## src/rtl/ncv_pkg.sv

```systemverilog
// Package for the NMEA 0183 checksum validator.
// Holds the channel payload types, the classified-byte type and the hex decode.
// No dependencies.
package ncv_pkg;

  localparam logic [7:0] STAR_CHAR   = 8'h2A;
  localparam int unsigned QUEUE_DEPTH = 2;

  typedef struct packed {
    logic [7:0] char_byte;
    logic       end_of_sentence;
  } in_t;

  typedef struct packed {
    logic       checksum_ok;
    logic       format_ok;
    logic [7:0] computed_checksum;
    logic [7:0] received_checksum;
  } out_t;

  // One byte after classification by the front end.
  typedef struct packed {
    logic [7:0] char_byte;
    logic       is_star;
    logic       hex_ok;
    logic [3:0] hex_val;
    logic       last;
  } item_t;

  typedef struct packed {
    logic       ok;
    logic [3:0] val;
  } hex_t;

  function automatic hex_t hex_decode(input logic [7:0] c);
    hex_t h;
    h.ok  = 1'b1;
    h.val = 4'd0;
    if (c inside {[8'h30:8'h39]}) begin
      h.val = c[3:0];
    end else if (c inside {[8'h41:8'h46], [8'h61:8'h66]}) begin
      h.val = c[3:0] + 4'd9;
    end else begin
      h.ok = 1'b0;
    end
    return h;
  endfunction

endpackage

```

## src/rtl/ncv_front.sv

```systemverilog
// Front end: accepts sentence bytes and classifies them (star, hex digit).
// Uses ncv_pkg types and hex_decode.
module ncv_front (
  input  logic          clk,
  input  logic          rst,
  input  logic          in_valid,
  output logic          in_ready,
  input  ncv_pkg::in_t  in_data,
  output logic          item_valid,
  input  logic          item_ready,
  output ncv_pkg::item_t item
);

  logic         valid_q;
  ncv_pkg::item_t item_q;
  ncv_pkg::hex_t  hex;

  assign hex        = ncv_pkg::hex_decode(in_data.char_byte);
  assign in_ready   = !valid_q || item_ready;
  assign item_valid = valid_q;
  assign item       = item_q;

  always_ff @(posedge clk) begin
    if (rst) begin
      valid_q <= 1'b0;
    end else if (in_ready) begin
      valid_q <= in_valid;
    end
    if (in_ready && in_valid) begin
      item_q.char_byte <= in_data.char_byte;
      item_q.is_star   <= (in_data.char_byte == ncv_pkg::STAR_CHAR);
      item_q.hex_ok    <= hex.ok;
      item_q.hex_val   <= hex.val;
      item_q.last      <= in_data.end_of_sentence;
    end
  end

endmodule

```

## src/rtl/ncv_queue.sv

```systemverilog
// Short request queue between the front end and the back end.
// Uses ncv_pkg::item_t.
module ncv_queue #(
  parameter int unsigned DEPTH = ncv_pkg::QUEUE_DEPTH
) (
  input  logic           clk,
  input  logic           rst,
  input  logic           push_valid,
  output logic           push_ready,
  input  ncv_pkg::item_t push_item,
  output logic           pop_valid,
  input  logic           pop_ready,
  output ncv_pkg::item_t pop_item
);

  localparam int unsigned AW = (DEPTH > 1) ? $clog2(DEPTH) : 1;
  localparam int unsigned CW = $clog2(DEPTH + 1);

  ncv_pkg::item_t mem [DEPTH];
  logic [AW-1:0]  wr_ptr;
  logic [AW-1:0]  rd_ptr;
  logic [CW-1:0]  count;
  logic           wr;
  logic           rd;

  assign push_ready = (count != CW'(DEPTH));
  assign pop_valid  = (count != '0);
  assign pop_item   = mem[rd_ptr];
  assign wr         = push_valid && push_ready;
  assign rd         = pop_valid && pop_ready;

  always_ff @(posedge clk) begin
    if (rst) begin
      wr_ptr <= '0;
      rd_ptr <= '0;
      count  <= '0;
    end else begin
      if (wr) begin
        wr_ptr <= (wr_ptr == AW'(DEPTH - 1)) ? '0 : wr_ptr + 1'b1;
      end
      if (rd) begin
        rd_ptr <= (rd_ptr == AW'(DEPTH - 1)) ? '0 : rd_ptr + 1'b1;
      end
      if (wr && !rd) begin
        count <= count + 1'b1;
      end else if (rd && !wr) begin
        count <= count - 1'b1;
      end
    end
    if (wr) begin
      mem[wr_ptr] <= push_item;
    end
  end

endmodule

```

## src/rtl/ncv_back.sv

```systemverilog
// Back end: keeps the running XOR and star capture per sentence and
// registers one result on the final byte. Uses ncv_pkg types.
module ncv_back (
  input  logic           clk,
  input  logic           rst,
  input  logic           item_valid,
  output logic           item_ready,
  input  ncv_pkg::item_t item,
  output logic           out_valid,
  input  logic           out_ready,
  output ncv_pkg::out_t  out_data
);

  logic       at_first_byte, at_first_byte_next;
  logic [7:0] running_xor, running_xor_next;
  logic [7:0] snapshot, snapshot_next;
  logic       star_seen, star_seen_next;
  logic [1:0] chars_after_star, chars_after_star_next;
  logic       d1_ok, d1_ok_next;
  logic [3:0] d1_val, d1_val_next;
  logic       d2_ok, d2_ok_next;
  logic [3:0] d2_val, d2_val_next;

  logic          take;
  logic          fmt;
  logic [7:0]    rx;
  logic [7:0]    cmp;
  ncv_pkg::out_t result;

  assign item_ready = !out_valid || out_ready;
  assign take       = item_valid && item_ready;

  always_comb begin
    at_first_byte_next    = 1'b0;
    snapshot_next         = snapshot;
    star_seen_next        = star_seen;
    chars_after_star_next = chars_after_star;
    d1_ok_next            = d1_ok;
    d1_val_next           = d1_val;
    d2_ok_next            = d2_ok;
    d2_val_next           = d2_val;
    running_xor_next      = at_first_byte ? running_xor : running_xor ^ item.char_byte;

    if (item.is_star) begin
      snapshot_next         = at_first_byte ? 8'd0 : running_xor;
      star_seen_next        = 1'b1;
      chars_after_star_next = 2'd0;
      d1_ok_next            = 1'b0;
      d1_val_next           = 4'd0;
      d2_ok_next            = 1'b0;
      d2_val_next           = 4'd0;
    end else if (star_seen && chars_after_star != 2'd2) begin
      if (chars_after_star == 2'd0) begin
        d1_ok_next  = item.hex_ok;
        d1_val_next = item.hex_val;
      end else begin
        d2_ok_next  = item.hex_ok;
        d2_val_next = item.hex_val;
      end
      chars_after_star_next = chars_after_star + 2'd1;
    end

    fmt = star_seen_next && (chars_after_star_next == 2'd2) && d1_ok_next;
    cmp = star_seen_next ? snapshot_next : 8'd0;
    if (!fmt) begin
      rx = 8'd0;
    end else if (d2_ok_next) begin
      rx = {d1_val_next, d2_val_next};
    end else begin
      rx = {4'd0, d1_val_next};
    end

    result.checksum_ok       = fmt && (rx == cmp);
    result.format_ok         = fmt;
    result.computed_checksum = cmp;
    result.received_checksum = rx;
  end

  always_ff @(posedge clk) begin
    if (rst) begin
      at_first_byte    <= 1'b1;
      running_xor      <= 8'd0;
      snapshot         <= 8'd0;
      star_seen        <= 1'b0;
      chars_after_star <= 2'd0;
      d1_ok            <= 1'b0;
      d1_val           <= 4'd0;
      d2_ok            <= 1'b0;
      d2_val           <= 4'd0;
      out_valid        <= 1'b0;
    end else begin
      if (out_valid && out_ready && !(take && item.last)) begin
        out_valid <= 1'b0;
      end
      if (take) begin
        if (item.last) begin
          // start the next sentence from the reset state
          at_first_byte    <= 1'b1;
          running_xor      <= 8'd0;
          snapshot         <= 8'd0;
          star_seen        <= 1'b0;
          chars_after_star <= 2'd0;
          d1_ok            <= 1'b0;
          d1_val           <= 4'd0;
          d2_ok            <= 1'b0;
          d2_val           <= 4'd0;
          out_valid        <= 1'b1;
        end else begin
          at_first_byte    <= at_first_byte_next;
          running_xor      <= running_xor_next;
          snapshot         <= snapshot_next;
          star_seen        <= star_seen_next;
          chars_after_star <= chars_after_star_next;
          d1_ok            <= d1_ok_next;
          d1_val           <= d1_val_next;
          d2_ok            <= d2_ok_next;
          d2_val           <= d2_val_next;
        end
      end
    end
    if (take && item.last) begin
      out_data <= result;
    end
  end

endmodule

```

## src/rtl/nmea_checksum_validator_top.sv

```systemverilog
// Channel  Signals                       Payload
// in       in_valid / in_ready           in_data  (char_byte, end_of_sentence)
// out      out_valid / out_ready         out_data (checksum_ok, format_ok,
//                                                  computed_checksum, received_checksum)
//
// One byte per cycle sustained while the output is not stalled.
// Path: classify register, request queue, sentence state and output register.
// rst is synchronous, active high, and starts a fresh sentence.
// A stalled output holds the back end; the queue lets the front keep taking bytes until it fills.
// Top level of the NMEA 0183 checksum validator.
// Depends on ncv_pkg, ncv_front, ncv_queue and ncv_back.
module nmea_checksum_validator_top #(
  parameter int unsigned QUEUE_DEPTH = ncv_pkg::QUEUE_DEPTH
) (
  input  logic          clk,
  input  logic          rst,
  input  logic          in_valid,
  output logic          in_ready,
  input  ncv_pkg::in_t  in_data,
  output logic          out_valid,
  input  logic          out_ready,
  output ncv_pkg::out_t out_data
);

  logic           f_valid, f_ready;
  ncv_pkg::item_t f_item;
  logic           q_valid, q_ready;
  ncv_pkg::item_t q_item;

  ncv_front u_front (
    .clk        (clk),
    .rst        (rst),
    .in_valid   (in_valid),
    .in_ready   (in_ready),
    .in_data    (in_data),
    .item_valid (f_valid),
    .item_ready (f_ready),
    .item       (f_item)
  );

  ncv_queue #(
    .DEPTH (QUEUE_DEPTH)
  ) u_queue (
    .clk        (clk),
    .rst        (rst),
    .push_valid (f_valid),
    .push_ready (f_ready),
    .push_item  (f_item),
    .pop_valid  (q_valid),
    .pop_ready  (q_ready),
    .pop_item   (q_item)
  );

  ncv_back u_back (
    .clk        (clk),
    .rst        (rst),
    .item_valid (q_valid),
    .item_ready (q_ready),
    .item       (q_item),
    .out_valid  (out_valid),
    .out_ready  (out_ready),
    .out_data   (out_data)
  );

endmodule
```

## config.mk

```make
export PLATFORM = sky130hd
export DESIGN_NAME = nmea_checksum_validator_top
export DESIGN_NICKNAME = d
export VERILOG_FILES = /design/src/rtl/ncv_pkg.sv /design/src/rtl/ncv_front.sv /design/src/rtl/ncv_queue.sv /design/src/rtl/ncv_back.sv /design/src/rtl/nmea_checksum_validator_top.sv
export SDC_FILE = /design/constraint.sdc
export NUM_CORES = 1
export LEC_CHECK = 0
export BUFFER_PORTS_ARGS = -buffer_cell sky130_fd_sc_hd__buf_4
export CAP_MARGIN = 40
export CORE_MARGIN = 4
export CORE_UTILIZATION = 45
export DETAILED_ROUTE_END_ITERATION = 7
export PLACE_DENSITY = 0.7
export RECOVER_POWER = 50
export SYNTH_ARGS = -nofsm -noshare
export SYNTH_HDL_FRONTEND = slang
export SYNTH_SLANG_ARGS = --single-unit
export TNS_END_PERCENT = 1
```

## constraint.sdc

```tcl
create_clock -name clk -period 2.5 [get_ports clk]
set_clock_uncertainty 0.15 [all_clocks]
set_input_delay 0.125 -clock clk [delete_from_list [all_inputs] [get_ports clk]]
set_output_delay 0.125 -clock clk [all_outputs]
set_load 0.02 [all_outputs]
```

# After elaboration in Yosys (flattened, before gate mapping)
# Memory sizes are Yosys's and may differ from the RTL's. A register that Yosys moved wholly into a read port is not among the register bits.
# Cells that the tools add are included.
# word_totals
regBits	69
mem_bits_rw	30
input_bits	13
output_inout_bits	20
word_cells	114
mem_count	1
# op_classes
add_sub_neg	6
magnitude_cmp	6
n_eq_ne	6
muxes	44
bitwise	1
n_reduce_logical	27
# memory_table
name	depth	word_bits	read_ports	rd_ports_with_merged_regs	write_ports	line_no	source
u_queue.mem	2	15	1	1	1	ncv_queue.sv:19	ncv_pkg::item_t mem [DEPTH];
# ops
op	count
$mux W8	8
$mux W4	10
$mux W1	21
$ge A8 B7 Y1 const B	2
$le A8 B7 Y1 const B	2
$logic_and A1 B1 Y1	15
$mux W2	5
$eq A8 B6 Y1 const B	1
$eq A8 B8 Y1	1
$ge A8 B6 Y1 const B	1
$le A8 B6 Y1 const B	1
$xor A8 B8 Y8	1
$reduce_bool A2 Y1	3
$logic_not A1 Y1	5
$add A2 B1 Y2 const B	2
$add A4 B4 Y4 const B	1
$ne A2 B2 Y1 const B	2
$add A1 B1 Y1 const B	2
$eq A2 B2 Y1 const B	1
$logic_not A2 Y1	1
$logic_or A1 B1 Y1	2
$ne A2 B1 Y1 const B	1
$reduce_and A2 Y1	1
$sub A2 B1 Y2 const B	1

# Longest topological paths before layout
# Gate-level depths: netlist of the first run.
# logic_depth
word_depth	10
depth_mapped	11

# Modules after synthesis
# A second synthesis of the first run with hierarchy kept.
# hier_totals
cells_unflattened	386
area_unflattened_um2	4546.9
# modules_own_cells
module	n_inst	cells_per_inst	area_per_inst_um2	seq_area_each_um2
ncv_back	1	267	2518.7	1161.1
ncv_queue	1	71	1312.5	1001.0
ncv_front	1	48	715.7	470.5

# Worst setup path after synthesis of the first run
# No wires, ideal clock.
# synth_timing
path_kind	register to register
startpoint	reg (tool-made name)
endpoint	reg u_back.star_seen
setup_time_ns	0.128
t_arrival_ns	2.261
required_ns	2.222
slack_ns	-0.039
path_stages_with_launch	8
n_path_buf	3
period_less_slack_ns	2.539
cell_sequence	dfxtp_1 -> buf_6 -> buf_2 -> mux2i_1 -> nor2_1 -> or2_2 -> clkbuf_1 -> nor2_1
# synth_lines
item	line_no	source
end signal: assignment	ncv_back.sv:112	star_seen <= star_seen_next;
end: declaration	ncv_back.sv:17	logic star_seen, star_seen_next;

==> impl_metrics.toml, run 1 <==
[clocking]
cts_sinks = 100
root_buffer = "clkbuf_8"
cts_inserted_buffers = 9
path_clk_slew_ns = 0.10
cts_tree = "yes"
htree_levels = 3
cts_buffer_depth = 2
clkLatencyLatePin_ns = 0.37

[sta]
drv_slew = 0
rsz0062_at_grt = "true"
fmax_mhz = 410
setup_viol = 0
slew_headroom_pct = 36.7
hold_violations = 0
whs_ns = 0.301
period_needed_ns = 2.44
fin_ws_ns = 0.0595
worst_slew_pin_slew_ns = 0.949
period_share_pct = 97.6

[worst_hold_path]
whs_path_depth = 0
hold_end = "u_queue.mem[0][1]$_DFFE_PP_"
hold_start = "u_front.item[1]$_DFFE_PP_"
hp-class = "flip-flop to flip-flop"

[die]
die_w_um = 106
ios = 33
die_area_um2 = 11200
start_util_pct = 46.5
rows = 35
die_h_um = 106
core_area_um2 = 9280

[critical_path]
endpoint_kind = "flip-flop"
crit_fanout = 8
path_class = "flip-flop to flip-flop"
ff2ff_path_depth = 10
required_ns = 2.56
r2r-end = "u_back.out_data[17]$_DFFE_PP_"
cp.arrival_ns = 2.50
ff2ff_setup_slack_ns = 0.06
r2r_start = "u_back.chars_after_star[1]$_SDFFE_PP0P_"
startpoint_type = "flip-flop"

[synth]
yosysTopAreaCellShare_pct = 43.8
async_reset_ff_share_pct = 0
synth_area_um2 = 4320
ys_top_cells_by_count = "edfxtp_1, nor2_1, dfxtp_1, nand2_1, o21ai_0"
synthTopCellsByArea = "edfxtp_1, dfxtp_1, nor2_1"
synthCells = 363
yosysMostFrequentCell = "edfxtp_1"
avgSynthCellArea_um2 = 11.9
synth_warnings = 0
yosysSeqAreaShare_pct = 61.0
syn_nets = 383
yosys_register_bits = 100
synth-edff-count = 63
yosysTopAreaCell = "edfxtp_1"
synth_top_flop_cell = "edfxtp_1"
synthDistinctLibCells = 57

[route]
route.detailed.vias_per_inst = 5.22
dr.pass1.iters = 4
wire_per_inst_um = 14.2
first_iter_violations = 131
vias = 2955
drc = 0
wl_mm = 8.02
ant_nets = 0

[power_and_ir_drop]
p_leak_nw = 1.82
power.density_nw_per_um2 = 860
irDropWorstVdd_uv = 398

[placed_design]
port_buffers = 32
place_area_um2 = 4790
dp_hpwl_mm = 5.54
placed_cells = 528
place_congestion = 0.913
pre_cts_slack_ns = -0.0754

[cells_and_area]
nFillCells = 820
fin_cells = 566
nets = 452
antenna_cells = 0
syn2layout_area_growth_pct = 19.9
drive_above_1_share_pct = 16.9
final_area_um2 = 5170
utilization_pct = 55.7

[global_routing]
grt_pass1_vias = 2831
groute.usage.overall_pct = 15.0
grt_pass1_wl_mm = 13.4
grt-ovfl-total = 0
grt_max_degree = 29
antenna_found_initial = 0

[run]
drv_cap = 0

[status]
outcome = "completed"
where the power goes:
| group | internal, W | switching, W | total, W |
|---|---|---|---|
| Sequential | 0.00200 | 0.000137 | 0.00214 |
| Combinational | 0.000486 | 0.000786 | 0.00127 |
| Clock | 0.000477 | 0.000565 | 0.00104 |
| Total | 0.00296 | 0.00149 | 0.00445 |
worst max path at each step:
stage	slack, ns	cells past startpoint	end	start
after floorplan	0.0003	10	u_back.out_data[17]$_DFFE_PP_	u_back.chars_after_star[0]$_SDFFE_PP0P_
after global placement	0.01	10	u_back.out_data[17]$_DFFE_PP_	u_back.chars_after_star[0]$_SDFFE_PP0P_
after detailed placement	-0.08	10	u_back.out_data[17]$_DFFE_PP_	u_back.chars_after_star[0]$_SDFFE_PP0P_
after CTS	0.03	7	u_back.out_data[17]$_DFFE_PP_	flip-flop
after global routing	-0.05	10	u_back.out_data[17]$_DFFE_PP_	u_back.chars_after_star[0]$_SDFFE_PP0P_
final	0.06	10	u_back.out_data[17]$_DFFE_PP_	u_back.chars_after_star[1]$_SDFFE_PP0P_
registers in the layout (all words and copies together) (netlist names), named ones only:
name	cells
u_queue.mem	30
u_back.out_data	18
u_front.item	15
u_back.running_xor	8
u_back.snapshot	8
u_back.d1_val	4
u_back.d2_val	4
u_back.chars_after_star	2
u_queue.count	2
u_back.at_first_byte	1
u_back.d1_ok	1
u_back.d2_ok	1
u_back.out_valid	1
u_back.star_seen	1
u_front.item_valid	1
u_queue.rd_ptr	1
u_queue.wr_ptr	1
routing by layer:
metal | up-vias | part of all wire, % | track usage (%)
met2 | 63 | 49 | 25.1
li1 | 1470 | - | -
met1 | 1409 | 45 | 18.6
met4 | 0 | 1.7 | 5.46
met5 | - | 0 | 0
met3 | 13 | 4.3 | 3.95
cells in the final DEF (no fill, tap or decap), types with 3 or more instances in the layout:
cell type,Yosys,routed
inv_1,9,8
a22oi_1,15,15
buf_4,0,23
nand3b_1,10,10
dlygate4sd3_1,0,14
clkbuf_8,0,9
inv_6,0,4
nor2_1,43,42
buf_6,2,3
edfxtp_1,63,63
ha_1,7,5
a21oi_1,17,17
clkbuf_1,10,30
xnor2_1,4,4
nand2_1,25,25
and3_1,5,5
xor2_1,6,6
nand3_1,10,10
or3_1,10,10
o211ai_1,3,3
nand4_1,3,3
o21ai_0,18,18
dfxtp_1,37,35
nand2b_1,5,5
mux2i_1,14,11
mux2i_4,1,3
critical path: stages (launching register included):
cell and delay, ns:
dfxtp_4 0.38, inv_1 0.05, ha_2 0.19, nor3b_4 0.23, buf_6 0.14, mux2i_4 0.28
nor2_4 0.10, mux2i_2 0.23, xor2_1 0.18, o211ai_1 0.12, nor4b_2 0.21
kinds of logic (layout without fill, tap and decap cells):
family	after synthesis	in the layout	synth area share (%)
AOI/OAI and AO/OA	72	72	11.2
buffers and inverters	24	98	2.49
xor gates and xnor gates	10	10	2.03
DFF	100	100	61.0
and+or+nand+nor	129	129	15.8
muxes	21	21	5.48
adders and majority gates	7	7	2.03
stage by stage:
step                power, W  setup TNS [ns]
detailed placement   0.00341         -0.0754
global route         0.00469         -0.0478
finish               0.00445               0
global placement     0.00339               0
CTS                  0.00448               0
floorplan            0.00302               0
area by class of cell:
cell class,count,area [um^2],share of cell area [%]
clock inverters,7,78.8,1.52
flip-flops and latches,100,2640,51.0
clock buffers,9,124,2.39
repair buffers,72,474,9.17
inverters,10,37.5,0.726
multi-input cells,239,1660,32.1
well taps,129,161,3.12
timing repair:
action,4_1_cts,5_1_grt
resized for setup,8,14
buffers inserted,2,6
setup endpoints to repair,1,1
hold buffers,14,0
endpoints found under the hold margin,40,0
pin swaps,3,6
Power figures use the tool's default switching activity.
==> run 2: changes to the inputs <==
==> constraint.sdc (replaced) <==
create_clock -name clk -period 2.5 [get_ports clk]
set_clock_uncertainty 0.15 [all_clocks]
set_input_delay 0.625 -clock clk [delete_from_list [all_inputs] [get_ports clk]]
set_output_delay 0.625 -clock clk [all_outputs]
set_load 0.02 [all_outputs]
==> run 2 against run 1 <==
Sequential share of layout area increased by 1.1 points. Die area unchanged. Final cell count decreased by 2.3%. Register-to-register slack improved by 0.03 ns. Clock-buffer cell count unchanged. Via count decreased by 1.3%. Non-clock buffer count decreased by 14. Design area decreased by 2.1%. Setup slack improved by 0.031 ns. Routed wire length increased by 0.19%. Critical path depth unchanged.
==> impl_metrics.toml, run 2 (same netlist as run 1, synthesis figures left out) <==
[run]
drv_cap = 0

[clocking]
root_buffer = "clkbuf_8"
cts.hold.buffers_added = 0
htree_levels = 3
clkLatencyLatePin_ns = 0.36
path_clk_slew_ns = 0.10
cts_tree = "yes"
cts_inserted_buffers = 9
cts_buffer_depth = 2
cts_sinks = 100

[cells_and_area]
fin_cells = 553
drive_above_1_share_pct = 18.9
nets = 439
syn2layout_area_growth_pct = 17.3
final_cell_mix = "edfxtp_1, nor2_1, dfxtp_1"
largest_register = "u_queue.mem"
antenna_cells = 0
final_common_cell = "edfxtp_1"
final_area_um2 = 5060
largest_reg_flops = 30

[worst_hold_path]
whs_path_depth = 0
hp-class = "flip-flop to flip-flop"
hold_start = "u_front.item[4]$_DFFE_PP_"
hold_end = "u_queue.mem[1][4]$_DFFE_PP_"

[critical_path]
crit_fanout = 7
startpoint_type = "flip-flop"
required_ns = 2.47
r2r_start = "u_back.chars_after_star[1]$_SDFFE_PP0P_"
endpoint_kind = "flip-flop"
critical_path.top_delay_family = "simple AND/OR/NAND/NOR gates"
ff2ff_path_depth = 10
crit_buf_inv = 2
cp_slowest_cell = "dfxtp_4"
ff2ff_setup_slack_ns = 0.09
crit_chain = "inv_4, ha_4, nor3b_4, mux2i_4, nor2_4, buf_4, and3_4, o21ai_2, a31oi_1, nor4b_2"
r2r-end = "u_back.out_data[17]$_DFFE_PP_"
cp.arrival_ns = 2.38
max_stage_delay_ns = 0.40
path_class = "flip-flop to flip-flop"

[placed_design]
place_congestion = 0.858
place_area_um2 = 4790
dp_hpwl_mm = 5.65
port_buffers = 32
placed_cells = 528

[sta]
period_share_pct = 96.4
period_needed_ns = 2.41
hold_violations = 0
whs_ns = 0.304
worst_slew_pin_slew_ns = 0.840
slew_headroom_pct = 44.0
drv_slew = 0
setup_viol = 0
fmax_mhz = 415

[die]
ios = 33
rows = 35
die_area_um2 = 11200
start_util_pct = 46.5
die_w_um = 106
die_h_um = 106
core_area_um2 = 9280

[global_routing]
grt_max_degree = 29
grt_pass1_wl_mm = 13.0
grt-ovfl-total = 0
groute.usage.overall_pct = 14.4
grt_pass1_vias = 2775
antenna_found_initial = 0

[status]
outcome = "completed"

[power_and_ir_drop]
power.density_nw_per_um2 = 877
irDropWorstVdd_uv = 361
p_leak_nw = 1.77

[route]
drc = 0
vias = 2916
ant_nets = 0
wl_mm = 8.04
route.detailed.vias_per_inst = 5.27
dr.pass1.iters = 4
first_iter_violations = 108
wire_per_inst_um = 14.5
[run 2: cell types whose count changed in the layout (fill, tap and decap cells not counted), moves of 2 or more]
cell | before | now
buf_6 | 3 | 1
buf_4 | 23 | 26
inv_6 | 4 | 2
inv_4 | 0 | 2
dlygate4sd3_1 | 14 | 0
[run 2: how the worst max path moves through the flow]
stage                     depth (start not counted)  slack (ns)                             to                                    start
after floorplan                                  10      0.0003  u_back.out_data[17]$_DFFE_PP_  u_back.chars_after_star[0]$_SDFFE_PP0P_
after CTS                                         8       0.002  u_back.out_data[17]$_DFFE_PP_  u_back.chars_after_star[0]$_SDFFE_PP0P_
final                                            10        0.09  u_back.out_data[17]$_DFFE_PP_  u_back.chars_after_star[1]$_SDFFE_PP0P_
after detailed placement                          9      -0.005  u_back.out_data[17]$_DFFE_PP_  u_back.chars_after_star[0]$_SDFFE_PP0P_
after global routing                             11       -0.01  u_back.out_data[17]$_DFFE_PP_  u_back.chars_after_star[1]$_SDFFE_PP0P_
after global placement                            9        0.04  u_back.out_data[17]$_DFFE_PP_  u_back.chars_after_star[0]$_SDFFE_PP0P_
[run 2: layout make-up]
| cell class | instances | area, um^2 |
|---|---|---|
| Clock inverter | 7 | 81.3 |
| Fill cell | 821 | 4220 |
| Multi-Input combinational cell | 240 | 1690 |
| Clock buffer | 9 | 124 |
| Timing Repair Buffer | 58 | 330 |
| Inverter | 10 | 42.5 |
| Tap cell | 129 | 161 |
| Sequential cell | 100 | 2640 |
[run 2: routing by layer]
layer | wire length [um] | vias up | track usage, %
met1 | 3640 | 1394 | 17.8
met5 | 0 | - | 0
met3 | 270 | 13 | 2.43
met4 | 111 | 0 | 6.20
met2 | 4010 | 61 | 24.7
li1 | - | 1448 | -
[run 2: repair_timing]
item	4_1_cts	5_1_grt
buffers inserted	0	8
endpoints found under the hold margin	0	0
pin swaps	1	9
endpoints found under the setup margin	1	1
resized for setup	2	25
cloned	0	1
[run 2: per-stage QoR]
stage                     util (%)  setup slack (ns)  total power [W]  setup TNS (ns)
after floorplan                  -          0.000314          0.00302               0
after global placement        51.5            0.0402          0.00339               0
after detailed placement      51.5          -0.00540          0.00341        -0.00540
after CTS                     53.8           0.00227          0.00447               0
after global routing          54.6           -0.0105          0.00468         -0.0105
final                         54.6            0.0909          0.00444               0
[run 2: where the power goes]
group,switching (W),internal (W)
combinational,0.000788,0.000462
clock,0.000575,0.000479
sequential,0.000137,0.00200
total,0.00150,0.00294
